**src/rtl/skf_pkg.sv**
```systemverilog
// skf_pkg: shared types, constants and microcode rom for the scalar kalman filter
// depends on nothing; used by rtl/scalar_kalman_filter_top.sv and bench/scalar_kalman_filter_top_test.sv

package skf_pkg;

  // fixed widths of the datapath
  localparam int unsigned DATA_W    = 32;
  localparam int unsigned GAIN_FRAC = 16;
  localparam int unsigned GAIN_W    = GAIN_FRAC + 1;
  localparam int unsigned CFG_IDX_W = 2;
  localparam int unsigned PC_W      = 3;
  localparam int unsigned DIV_CNT_W = 4;

  // parameter defaults
  localparam int unsigned SAMPLE_BITS_DEF = 16;
  localparam int unsigned FRAC_BITS_DEF   = 16;

  localparam logic [GAIN_W-1:0]    GAIN_ONE = GAIN_W'(1) << GAIN_FRAC;
  localparam logic [DIV_CNT_W-1:0] DIV_LAST = DIV_CNT_W'(GAIN_FRAC - 1);

  // register reset values
  localparam logic [DATA_W-1:0] PROCESS_NOISE_RST = 32'd256;
  localparam logic [DATA_W-1:0] MEAS_NOISE_RST    = 32'd65536;
  localparam logic [DATA_W-1:0] INIT_COV_RST      = 32'd65536;

  // register indexes
  localparam logic [CFG_IDX_W-1:0] REG_PROCESS_NOISE = 2'd0;
  localparam logic [CFG_IDX_W-1:0] REG_MEAS_NOISE    = 2'd1;
  localparam logic [CFG_IDX_W-1:0] REG_INIT_COV      = 2'd2;

  // program addresses
  localparam logic [PC_W-1:0] STEP_IDLE   = 3'd0;
  localparam logic [PC_W-1:0] STEP_PRED   = 3'd1;
  localparam logic [PC_W-1:0] STEP_DEN    = 3'd2;
  localparam logic [PC_W-1:0] STEP_DIV    = 3'd3;
  localparam logic [PC_W-1:0] STEP_MUL_LO = 3'd4;
  localparam logic [PC_W-1:0] STEP_MUL_HI = 3'd5;
  localparam logic [PC_W-1:0] STEP_COMB   = 3'd6;
  localparam logic [PC_W-1:0] STEP_UPD    = 3'd7;

  typedef enum logic [2:0] {
    OP_IDLE,
    OP_PRED,
    OP_DEN,
    OP_DIV,
    OP_MUL_LO,
    OP_MUL_HI,
    OP_COMB,
    OP_UPD
  } op_e;

  // jump taken when the condition holds, else fall through to pc + 1
  typedef enum logic [1:0] {
    CND_NEXT,
    CND_IN_WAIT,
    CND_DIV_BUSY,
    CND_OUT_FULL
  } cond_e;

  typedef struct packed {
    op_e              op;
    cond_e            cond;
    logic [PC_W-1:0]  target;
  } ctrl_t;

  // program rom; the last step wraps back to idle
  function automatic ctrl_t skf_ucode(input logic [PC_W-1:0] pc);
    ctrl_t w;
    case (pc)
      STEP_IDLE:   w = '{op: OP_IDLE,   cond: CND_IN_WAIT,  target: STEP_IDLE};
      STEP_PRED:   w = '{op: OP_PRED,   cond: CND_NEXT,     target: STEP_IDLE};
      STEP_DEN:    w = '{op: OP_DEN,    cond: CND_NEXT,     target: STEP_IDLE};
      STEP_DIV:    w = '{op: OP_DIV,    cond: CND_DIV_BUSY, target: STEP_DIV};
      STEP_MUL_LO: w = '{op: OP_MUL_LO, cond: CND_NEXT,     target: STEP_IDLE};
      STEP_MUL_HI: w = '{op: OP_MUL_HI, cond: CND_NEXT,     target: STEP_IDLE};
      STEP_COMB:   w = '{op: OP_COMB,   cond: CND_NEXT,     target: STEP_IDLE};
      STEP_UPD:    w = '{op: OP_UPD,    cond: CND_OUT_FULL, target: STEP_UPD};
      default:     w = '{op: OP_IDLE,   cond: CND_IN_WAIT,  target: STEP_IDLE};
    endcase
    return w;
  endfunction

endpackage

```
**src/rtl/scalar_kalman_filter_top.sv**
```systemverilog
// scalar_kalman_filter_top: scalar kalman filter, microcoded datapath, valid/ready channels
// depends on rtl/skf_pkg.sv
// a new sample is taken only at idle, once the predict, denominator, divide, multiply, combine and
// update steps are through; the divide step is the 16-step restoring gain divider
// a waiting result does not block the next sample transfer; a stalled result holds the program
// reset: registers to their reset values, estimate to zero, covariance to initial_covariance

module scalar_kalman_filter_top #(
  parameter int unsigned SAMPLE_BITS = skf_pkg::SAMPLE_BITS_DEF,
  parameter int unsigned FRAC_BITS   = skf_pkg::FRAC_BITS_DEF
) (
  input  logic                                 clk_i,
  input  logic                                 rst_ni,
  // configuration write port
  input  logic                                 cfg_we_i,
  input  logic [skf_pkg::CFG_IDX_W-1:0]        cfg_idx_i,
  input  logic [skf_pkg::DATA_W-1:0]           cfg_wdata_i,
  // sample channel
  input  logic                                 sample_valid_i,
  output logic                                 sample_ready_o,
  input  logic signed [SAMPLE_BITS-1:0]        sample_i,
  // result channel
  output logic                                 result_valid_o,
  input  logic                                 result_ready_i,
  output logic signed [skf_pkg::DATA_W-1:0]    estimate_o,
  output logic [skf_pkg::GAIN_W-1:0]           gain_o
);

  localparam int unsigned DW     = skf_pkg::DATA_W;
  localparam int unsigned GW     = skf_pkg::GAIN_W;
  // sample in fixed point, then the error with one bit of headroom
  localparam int unsigned SFX_W  = SAMPLE_BITS + FRAC_BITS;
  localparam int unsigned ERR_W  = ((SFX_W > DW) ? SFX_W : DW) + 1;
  // error times gain is split into a low unsigned and a high signed partial product
  localparam int unsigned HI_W   = ERR_W - DW;
  localparam int unsigned HIP_W  = HI_W + GW + 1;
  localparam int unsigned LOP_W  = DW + GW;
  localparam int unsigned PRD_W  = HIP_W + DW;
  localparam int unsigned COVP_W = DW + GW;

  // ---------------------------------------------------------------------------
  // sequencer
  // ---------------------------------------------------------------------------
  logic [skf_pkg::PC_W-1:0] pc_q, pc_d;
  skf_pkg::ctrl_t           ctrl;
  logic                     jump;
  logic                     commit;     // final step may write the result register

  logic [skf_pkg::DIV_CNT_W-1:0] div_cnt_q, div_cnt_d;
  logic                          result_valid_q;

  assign ctrl = skf_pkg::skf_ucode(pc_q);

  always_comb begin
    case (ctrl.cond)
      skf_pkg::CND_NEXT:     jump = 1'b0;
      skf_pkg::CND_IN_WAIT:  jump = !sample_valid_i;
      skf_pkg::CND_DIV_BUSY: jump = (div_cnt_q != skf_pkg::DIV_LAST);
      skf_pkg::CND_OUT_FULL: jump = result_valid_q && !result_ready_i;
      default:               jump = 1'b0;
    endcase
  end

  // program counter wraps from the last step back to idle
  assign pc_d   = jump ? ctrl.target : skf_pkg::PC_W'(pc_q + 1'b1);
  assign commit = (ctrl.op == skf_pkg::OP_UPD) && !jump;

  // sample transfer only while the program waits at idle
  assign sample_ready_o = (ctrl.op == skf_pkg::OP_IDLE);

  // ---------------------------------------------------------------------------
  // configuration and filter state
  // ---------------------------------------------------------------------------
  logic [DW-1:0]        process_noise_q;
  logic [DW-1:0]        meas_noise_q;
  logic [DW-1:0]        init_cov_q;
  logic signed [DW-1:0] estimate_q, estimate_d;
  logic [DW-1:0]        cov_q;

  logic cfg_hit;
  always_comb begin
    case (cfg_idx_i)
      skf_pkg::REG_PROCESS_NOISE: cfg_hit = 1'b1;
      skf_pkg::REG_MEAS_NOISE:    cfg_hit = 1'b1;
      skf_pkg::REG_INIT_COV:      cfg_hit = 1'b1;
      default:                    cfg_hit = 1'b0;
    endcase
  end

  // ---------------------------------------------------------------------------
  // datapath registers
  // ---------------------------------------------------------------------------
  logic signed [SAMPLE_BITS-1:0] sample_q;
  logic [DW-1:0]                 pp_q, pp_d;         // predicted covariance
  logic signed [ERR_W-1:0]       err_q, err_d;       // sample minus estimate
  logic [DW:0]                   den_q, den_d;       // pp + r
  logic [DW+1:0]                 rem_q, rem_d;       // divider remainder
  logic [skf_pkg::GAIN_FRAC-1:0] quot_q, quot_d;
  logic                          gain_one_q;         // r is zero: gain is exactly one
  logic [GW-1:0]                 gain_q, gain_w;
  logic [LOP_W-1:0]              lo_q, lo_d;
  logic signed [HIP_W-1:0]       hi_q, hi_d;
  logic signed [PRD_W-1:0]       prod_q, prod_d;
  logic [COVP_W-1:0]             cov_prod_q, cov_prod_d;
  logic [GW-1:0]                 gain_out_q;

  logic [DW:0]             pp_sum;
  logic signed [SFX_W-1:0] sfx;
  logic [DW+1:0]           rem_sh;
  logic                    rem_ge;
  logic signed [PRD_W-1:0] est_sum;
  logic                    est_fits;

  // saturating covariance prediction
  assign pp_sum = {1'b0, cov_q} + {1'b0, process_noise_q};
  assign pp_d   = pp_sum[DW] ? '1 : pp_sum[DW-1:0];

  assign sfx   = {sample_q, {FRAC_BITS{1'b0}}};
  assign err_d = $signed({{(ERR_W - SFX_W){sfx[SFX_W-1]}}, sfx})
               - $signed({{(ERR_W - DW){estimate_q[DW-1]}}, estimate_q});

  assign den_d = {1'b0, pp_q} + {1'b0, meas_noise_q};

  // one restoring step per cycle: shift, trial subtract
  assign rem_sh = {rem_q[DW:0], 1'b0};
  assign rem_ge = (rem_sh >= {1'b0, den_q});

  always_comb begin
    rem_d     = rem_q;
    quot_d    = quot_q;
    div_cnt_d = div_cnt_q;
    case (ctrl.op)
      skf_pkg::OP_DEN: begin
        rem_d     = {2'b00, pp_q};
        quot_d    = '0;
        div_cnt_d = '0;
      end
      skf_pkg::OP_DIV: begin
        rem_d     = rem_ge ? (rem_sh - {1'b0, den_q}) : rem_sh;
        quot_d    = {quot_q[skf_pkg::GAIN_FRAC-2:0], rem_ge};
        div_cnt_d = skf_pkg::DIV_CNT_W'(div_cnt_q + 1'b1);
      end
      default: begin
      end
    endcase
  end

  assign gain_w = gain_one_q ? skf_pkg::GAIN_ONE : {1'b0, quot_q};

  // error times gain in two partial products, then combined
  assign lo_d   = err_q[DW-1:0] * gain_w;
  assign hi_d   = $signed(err_q[ERR_W-1:DW]) * $signed({1'b0, gain_q});
  assign prod_d = $signed({hi_q, {DW{1'b0}}})
                + $signed({{(PRD_W - LOP_W){1'b0}}, lo_q});

  // covariance scaled by one minus gain
  assign cov_prod_d = pp_q * (skf_pkg::GAIN_ONE - gain_q);

  // arithmetic shift gives the floor; then clamp to the signed 32 bit range
  assign est_sum  = $signed({{(PRD_W - DW){estimate_q[DW-1]}}, estimate_q})
                  + (prod_q >>> skf_pkg::GAIN_FRAC);
  assign est_fits = (&est_sum[PRD_W-1:DW-1]) || !(|est_sum[PRD_W-1:DW-1]);

  always_comb begin
    if (est_fits) begin
      estimate_d = est_sum[DW-1:0];
    end else if (est_sum[PRD_W-1]) begin
      estimate_d = {1'b1, {(DW - 1){1'b0}}};
    end else begin
      estimate_d = {1'b0, {(DW - 1){1'b1}}};
    end
  end

  // ---------------------------------------------------------------------------
  // control and state registers
  // ---------------------------------------------------------------------------
  always_ff @(posedge clk_i or negedge rst_ni) begin
    if (!rst_ni) begin
      pc_q            <= skf_pkg::STEP_IDLE;
      div_cnt_q       <= '0;
      result_valid_q  <= 1'b0;
      process_noise_q <= skf_pkg::PROCESS_NOISE_RST;
      meas_noise_q    <= skf_pkg::MEAS_NOISE_RST;
      init_cov_q      <= skf_pkg::INIT_COV_RST;
      estimate_q      <= '0;
      cov_q           <= skf_pkg::INIT_COV_RST;
    end else begin
      pc_q      <= pc_d;
      div_cnt_q <= div_cnt_d;

      if (commit) begin
        result_valid_q <= 1'b1;
      end else if (result_ready_i) begin
        result_valid_q <= 1'b0;
      end

      if (cfg_we_i && cfg_hit) begin
        case (cfg_idx_i)
          skf_pkg::REG_PROCESS_NOISE: process_noise_q <= cfg_wdata_i;
          skf_pkg::REG_MEAS_NOISE:    meas_noise_q    <= cfg_wdata_i;
          default:                    init_cov_q      <= cfg_wdata_i;
        endcase
        // any register write restarts the filter from the new initial covariance
        estimate_q <= '0;
        cov_q      <= (cfg_idx_i == skf_pkg::REG_INIT_COV) ? cfg_wdata_i : init_cov_q;
      end else if (commit) begin
        estimate_q <= estimate_d;
        cov_q      <= cov_prod_q[skf_pkg::GAIN_FRAC +: DW];
      end
    end
  end

  // ---------------------------------------------------------------------------
  // payload registers, loaded by the step that owns them
  // ---------------------------------------------------------------------------
  always_ff @(posedge clk_i) begin
    case (ctrl.op)
      skf_pkg::OP_IDLE: begin
        if (sample_valid_i) begin
          sample_q <= sample_i;
        end
      end
      skf_pkg::OP_PRED: begin
        pp_q  <= pp_d;
        err_q <= err_d;
      end
      skf_pkg::OP_DEN: begin
        den_q      <= den_d;
        gain_one_q <= (meas_noise_q == '0);
        rem_q      <= rem_d;
        quot_q     <= quot_d;
      end
      skf_pkg::OP_DIV: begin
        rem_q  <= rem_d;
        quot_q <= quot_d;
      end
      skf_pkg::OP_MUL_LO: begin
        gain_q <= gain_w;
        lo_q   <= lo_d;
      end
      skf_pkg::OP_MUL_HI: begin
        hi_q <= hi_d;
      end
      skf_pkg::OP_COMB: begin
        prod_q     <= prod_d;
        cov_prod_q <= cov_prod_d;
      end
      skf_pkg::OP_UPD: begin
        if (commit) begin
          gain_out_q <= gain_q;
        end
      end
      default: begin
      end
    endcase
  end

  // estimate only moves at commit or on a register write; the user is to write only while idle,
  // which the block does not enforce, so the state register doubles as the result payload
  assign result_valid_o = result_valid_q;
  assign estimate_o     = estimate_q;
  assign gain_o         = gain_out_q;

  // ---------------------------------------------------------------------------
  // assertions
  // ---------------------------------------------------------------------------
  // a transferred sample starts the program
  a_start: assert property (@(posedge clk_i) disable iff (!rst_ni)
    sample_valid_i && sample_ready_o |=> pc_q == skf_pkg::STEP_PRED)
    else $error("sample transfer did not start the program");

  // divider remainder stays below the divisor when a real division runs
  a_rem: assert property (@(posedge clk_i) disable iff (!rst_ni)
    (ctrl.op == skf_pkg::OP_DIV) && !gain_one_q |-> rem_q < {1'b0, den_q})
    else $error("divider remainder out of range");

  // gain never exceeds one
  a_gain: assert property (@(posedge clk_i) disable iff (!rst_ni)
    result_valid_o |-> gain_o <= skf_pkg::GAIN_ONE)
    else $error("gain above one");

  // a result appears only from the final step
  a_commit: assert property (@(posedge clk_i) disable iff (!rst_ni)
    $rose(result_valid_o) |-> $past(pc_q) == skf_pkg::STEP_UPD)
    else $error("result raised outside the final step");

endmodule

```
**config.mk**
```make
export PLATFORM = sky130hd
export DESIGN_NAME = scalar_kalman_filter_top
export DESIGN_NICKNAME = d
export VERILOG_FILES = /design/src/rtl/skf_pkg.sv /design/src/rtl/scalar_kalman_filter_top.sv
export SDC_FILE = /design/constraint.sdc
export NUM_CORES = 2
export LEC_CHECK = 0
export BUFFER_PORTS_ARGS = -buffer_cell sky130_fd_sc_hd__clkbuf_2
export CORE_UTILIZATION = 35
export DETAILED_ROUTE_END_ITERATION = 8
export PLACE_DENSITY = 0.58
export SYNTH_ARGS = -nofsm -noshare
export SYNTH_HDL_FRONTEND = slang
export SYNTH_SLANG_ARGS = --single-unit
```
**constraint.sdc**
```tcl
create_clock -name clk_i -period 20.5 [get_ports clk_i]
set_input_delay 1.025 -clock clk_i [delete_from_list [all_inputs] [get_ports clk_i]]
set_output_delay 1.025 -clock clk_i [all_outputs]
set_load 0.02 [all_outputs]
```
==> impl.org <==
** Die
- Floorplan Core Area :: 170000 sq um
- From bottom edge to top edge, the die measures approximately 420 um.
- For this configuration, the core starts out at a cell density of 0.353.
- In this run the core area contains about 150 standard-cell rows.
- Die Area :: 173000 sq um
- The die is 416 um wide.
- In this run the count of I/O pins placed on the die edge is 106.

** Yosys
- Each instance of the synthesized netlist takes up on average 9.58 sq um.
- In the synthesized netlist the async set-or-reset flop fraction comes to 0.346.
- Netlist area before placement :: 59900 sq um
- Post-synthesis simple-gate area fraction :: 0.147
- Post-synthesis adder-cell area fraction :: 0.402
- Synthesis produced 6257 cells.
- Sequential-to-total area share from yosys stat :: 0.229
- The synthesized-area fraction occupied by ao, oa, aoi and oai cells was 0.0790.
- Synthesized net count :: roughly 7.7k
- Number of warnings issued by yosys :: 0
- Of the total synthesized cell area, the portion taken by XOR and XNOR cells is 0.0319.
- After synthesis, the largest family of logic cells by area is adder cells.
- The number of different library cells used by synthesis comes to 80.
- Counting flops with a built-in enable in the synthesized netlist gives 317.
- Flop and latch count out of synthesis :: 485
- Share of cell area taken by muxes after synthesis :: 0.0198
- In the synthesized netlist the dominant register cell turns out to be sky130_fd_sc_hd__edfxtp_1.

** Place
- Sum of net half-perimeters after detailed placement :: around 120 mm
- At the end of routability-driven placement, the weighted congestion stood at ~0.87.
- Input and output buffers added on the ports amount to 105.
- Minimum setup slack after placement :: 10910 ps

** Critical path
- Critical path capture point type :: flop
- STA puts the critical path data required time at about 21000 ps.
- The cell that appears most often on the critical path is sky130_fd_sc_hd__fa_1.
- Setup slack on the worst reg-to-reg path comes out at 10880 ps.
- Crit-path max cell delay :: 610 ps
- The worst setup path is of the reg2reg kind.
- CP Max Fanout :: 26
- For the worst setup path, the data arrival time is roughly 10000 ps.
- Worst Reg-to-Reg Cells :: 28
- Library cell contributing the largest single delay on the critical path :: sky130_fd_sc_hd__or4_1
- Startpoint of the lowest-slack register-to-register path :: gain_q[4]
- The endpoint identified for the worst register-to-register timing path is cov_prod_q[47].
- STA classifies the critical path startpoint as a flop.

** Clock network
- H-Tree Level Count :: 2
- Clock slew seen by the registers of the worst setup and hold paths :: 60 ps
- The cell sitting at the root of the clock tree is a sky130_fd_sc_hd__clkbuf_16.
- Once the clock tree was built, the resizer swapped 0 gates to a different size.
- Counting the buffers created by CTS gives 55.
- The clock drives 485 sinks.
- In this run the deepest clock path goes through 3 buffers.
- Clock latency on the worst-skew pair, taken at its later pin, is between 700 and 800 ps.
- Post-CTS setup buffer count :: 0
- After clock tree synthesis, the flow added hold-fix buffers numbering 0.
- TritonCTS built the clock tree.

** GRT
- Summed over all layers, the global routing overflow is 0.
- Via count of the first global-routing pass :: 45.5k
- Wire length of the first global-routing pass :: 261 mm
- Maximum number of pins on one net before global-route repair :: 100
- Antenna violations before repair :: 6
- All-Layer GR Usage :: 0.193

** Job
- Max-cap viol count :: 0

** Status
- Outcome :: completed

** Detailed routing
- Vias per Instance :: 5.06
- Wire per inst :: 19.4 um
- Across all layers, the routed design uses 42.9k vias.
- The detail route stage leaves a number of antenna-violating nets equal to 0.
- After detailed routing, the number of remaining DRC violations is 0.
- Final WL :: 164 mm
- Iteration-0 DRC Markers :: 2509
- The pre-antenna-repair detailed-routing pass consisted of 6 iterations.

** STA
- Fmax :: 104 MHz
- Setup repair after global routing left no endpoint under its margin.
- Fin crit share :: 0.469
- Clock Skews :: 103 ps
- At the pin with the least slew margin, the transition time is roughly 1300 ps.
- Final-report hold violation count :: 0
- Minimum clock period :: 9620 ps
- For the final routed database, the setup TNS stands at 0 ps.
- After layout, the worst setup slack is 10880 ps.
- The total count of max-transition violations in the final report is 0.
- Max-Slew Margin vs Limit :: 0.127
- Final setup violation count :: 0

** Cells and area
- At the end of the flow, the number of nets in the layout was 7626.
- Proportion of layout cells with a drive suffix above 1 :: 0.0766
- Layout overhead on the synthesized area :: 8.15%

** Worst hold path
- The path class of the tightest hold or removal check is in2async.
## metrics by stage
step,instances,area [sq um],util,hold slack [ps]
6_report,8476,64800,0.382,389
4_1_cts,8470,64800,0.382,409
3_5_place_dp,8366,62900,0.371,405
3_3_place_gp,8366,62900,0.371,402
2_1_floorplan,6257,59900,-,400
5_1_grt,8472,64800,0.382,427
## sequential cells by signal, indices dropped and copies added, names as in the netlist
name / cells
den_q: 33
init_cov_q: 32
pp_q: 32
gain_q: 17
meas_noise_q: 32
process_noise_q: 32
sample_q: 16
gain_o: 17
result_valid_o: 1
lo_q: 33
err_q: 33
div_cnt_q: 4
hi_q: 19
rem_q: 33
prod_q: 35
quot_q: 16
gain_one_q: 1
estimate_o: 32
pc_q: 3
cov_prod_q: 32
cov_q: 32
## worst max path at each step
stage | startpoint | endpoint | cells past startpoint
finish | gain_q[4] | cov_prod_q[47] | 28
global route | gain_q[4] | cov_prod_q[47] | 28
CTS | gain_q[4] | cov_prod_q[47] | 28
detailed placement | gain_q[4] | cov_prod_q[47] | 28
global placement | gain_q[4] | cov_prod_q[47] | 28
floorplan | gain_q[4] | cov_prod_q[47] | 31
## logic make-up (layout without fill, tap and decap cells)
| logic type | Yosys count | in the layout |
|---|---|---|
| AND/OR/NAND/NOR | 1913 | 1913 |
| buffers and inverters | 1448 | 1443 |
| adder cells (fa/ha/maj) | 1366 | 1366 |
| AO/OA/AOI/OAI | 721 | 721 |
| flip-flops | 485 | 485 |
| XOR/XNOR | 218 | 218 |
| multiplexers | 106 | 106 |
| other | 0 | 6 |
## area by class of cell
type	count	area, sq um
Tap cell	2218	2780
Timing Repair Buffer	192	1180
Inverter	1147	4310
Fill cell	17000	105000
Clock buffer	76	1560
Antenna cell	6	15.0
Sequential cell	485	13700
Multi-Input combinational cell	4324	40900
Clock inverter	28	309
## layout by cell type, fill, tap and decap left out, drive strengths merged, types with 99 or more instances in the layout
| master | n |
|---|---|
| fa | 931 |
| inv | 1153 |
| mux2 | 99 |
| a21oi | 209 |
| ha | 435 |
| edfxtp | 317 |
| and2 | 330 |
| nand2 | 1029 |
| o21ai | 133 |
| dfrtp | 164 |
| clkbuf | 180 |
| nor2 | 217 |
| xnor2 | 148 |
## metal layers
| metal | global-route usage | vias to the layer above | share of wire | wire, um |
|---|---|---|---|---|
| met1 | 0.244 | 22200 | 0.42 | 69000 |
| met3 | 0.0211 | 231 | 0.041 | 6750 |
| met5 | 0 | - | 0.00016 | 27 |
| li1 | - | 19500 | - | - |
| met2 | 0.342 | 971 | 0.51 | 83400 |
| met4 | 0.0624 | 4 | 0.033 | 5370 |
## cells in the mapped netlist (6+ instances only)
| cell | instances | area, sq um |
|---|---|---|
| sky130_fd_sc_hd__o31a_1 | 10 | 87.6 |
| sky130_fd_sc_hd__o31ai_1 | 9 | 67.6 |
| sky130_fd_sc_hd__o21ai_1 | 6 | 30.0 |
| sky130_fd_sc_hd__nand4_1 | 15 | 93.8 |
| sky130_fd_sc_hd__a221o_1 | 30 | 300 |
| sky130_fd_sc_hd__a211oi_1 | 56 | 420 |
| sky130_fd_sc_hd__o211ai_1 | 17 | 128 |
| sky130_fd_sc_hd__and3_1 | 28 | 175 |
| sky130_fd_sc_hd__nand2_1 | 1019 | 3820 |
| sky130_fd_sc_hd__and2_1 | 330 | 2060 |
| sky130_fd_sc_hd__edfxtp_1 | 317 | 9520 |
| sky130_fd_sc_hd__clkbuf_1 | 282 | 1060 |
| sky130_fd_sc_hd__a31oi_1 | 54 | 338 |
| sky130_fd_sc_hd__nor3_1 | 59 | 295 |
| sky130_fd_sc_hd__or2_2 | 17 | 106 |
| sky130_fd_sc_hd__dfrtp_1 | 164 | 4100 |
| sky130_fd_sc_hd__o21ai_0 | 126 | 631 |
| sky130_fd_sc_hd__ha_1 | 435 | 5440 |
| sky130_fd_sc_hd__nand2_2 | 10 | 62.6 |
| sky130_fd_sc_hd__nand3_1 | 58 | 290 |
| sky130_fd_sc_hd__and4_1 | 9 | 78.8 |
| sky130_fd_sc_hd__mux2i_1 | 7 | 70.1 |
| sky130_fd_sc_hd__xor2_1 | 70 | 613 |
| sky130_fd_sc_hd__nor2b_1 | 60 | 375 |
| sky130_fd_sc_hd__inv_1 | 1145 | 4300 |
| sky130_fd_sc_hd__a21oi_1 | 209 | 1050 |
| sky130_fd_sc_hd__nand2b_1 | 38 | 238 |
| sky130_fd_sc_hd__or3_1 | 18 | 113 |
| sky130_fd_sc_hd__xnor2_1 | 148 | 1300 |
| sky130_fd_sc_hd__nor4_1 | 17 | 106 |
| sky130_fd_sc_hd__a21o_1 | 70 | 526 |
| sky130_fd_sc_hd__buf_1 | 7 | 26.3 |
| sky130_fd_sc_hd__o21a_1 | 42 | 315 |
| sky130_fd_sc_hd__buf_2 | 6 | 30.0 |
| sky130_fd_sc_hd__o21bai_1 | 23 | 173 |
| sky130_fd_sc_hd__fa_1 | 931 | 18600 |
| sky130_fd_sc_hd__nand3b_1 | 7 | 52.6 |
| sky130_fd_sc_hd__mux2_2 | 99 | 1110 |
| sky130_fd_sc_hd__a31o_2 | 6 | 52.6 |
| sky130_fd_sc_hd__nor2_1 | 217 | 815 |
## critical path, delay by kind of cell (launching register included)
| kind | cells | cell delay [ps] |
|---|---|---|
| DFF | 1 | 500 |
| AOI/OAI and AO/OA | 8 | 2380 |
| xor gates and xnor gates | 1 | 130 |
| and+or+nand+nor | 8 | 2520 |
| adders and majority gates | 7 | 3280 |
| buffers and inverters | 4 | 570 |
Power is not shown: default switching activity piles up to over one toggle a cycle in this logic, so the estimate is an artifact.
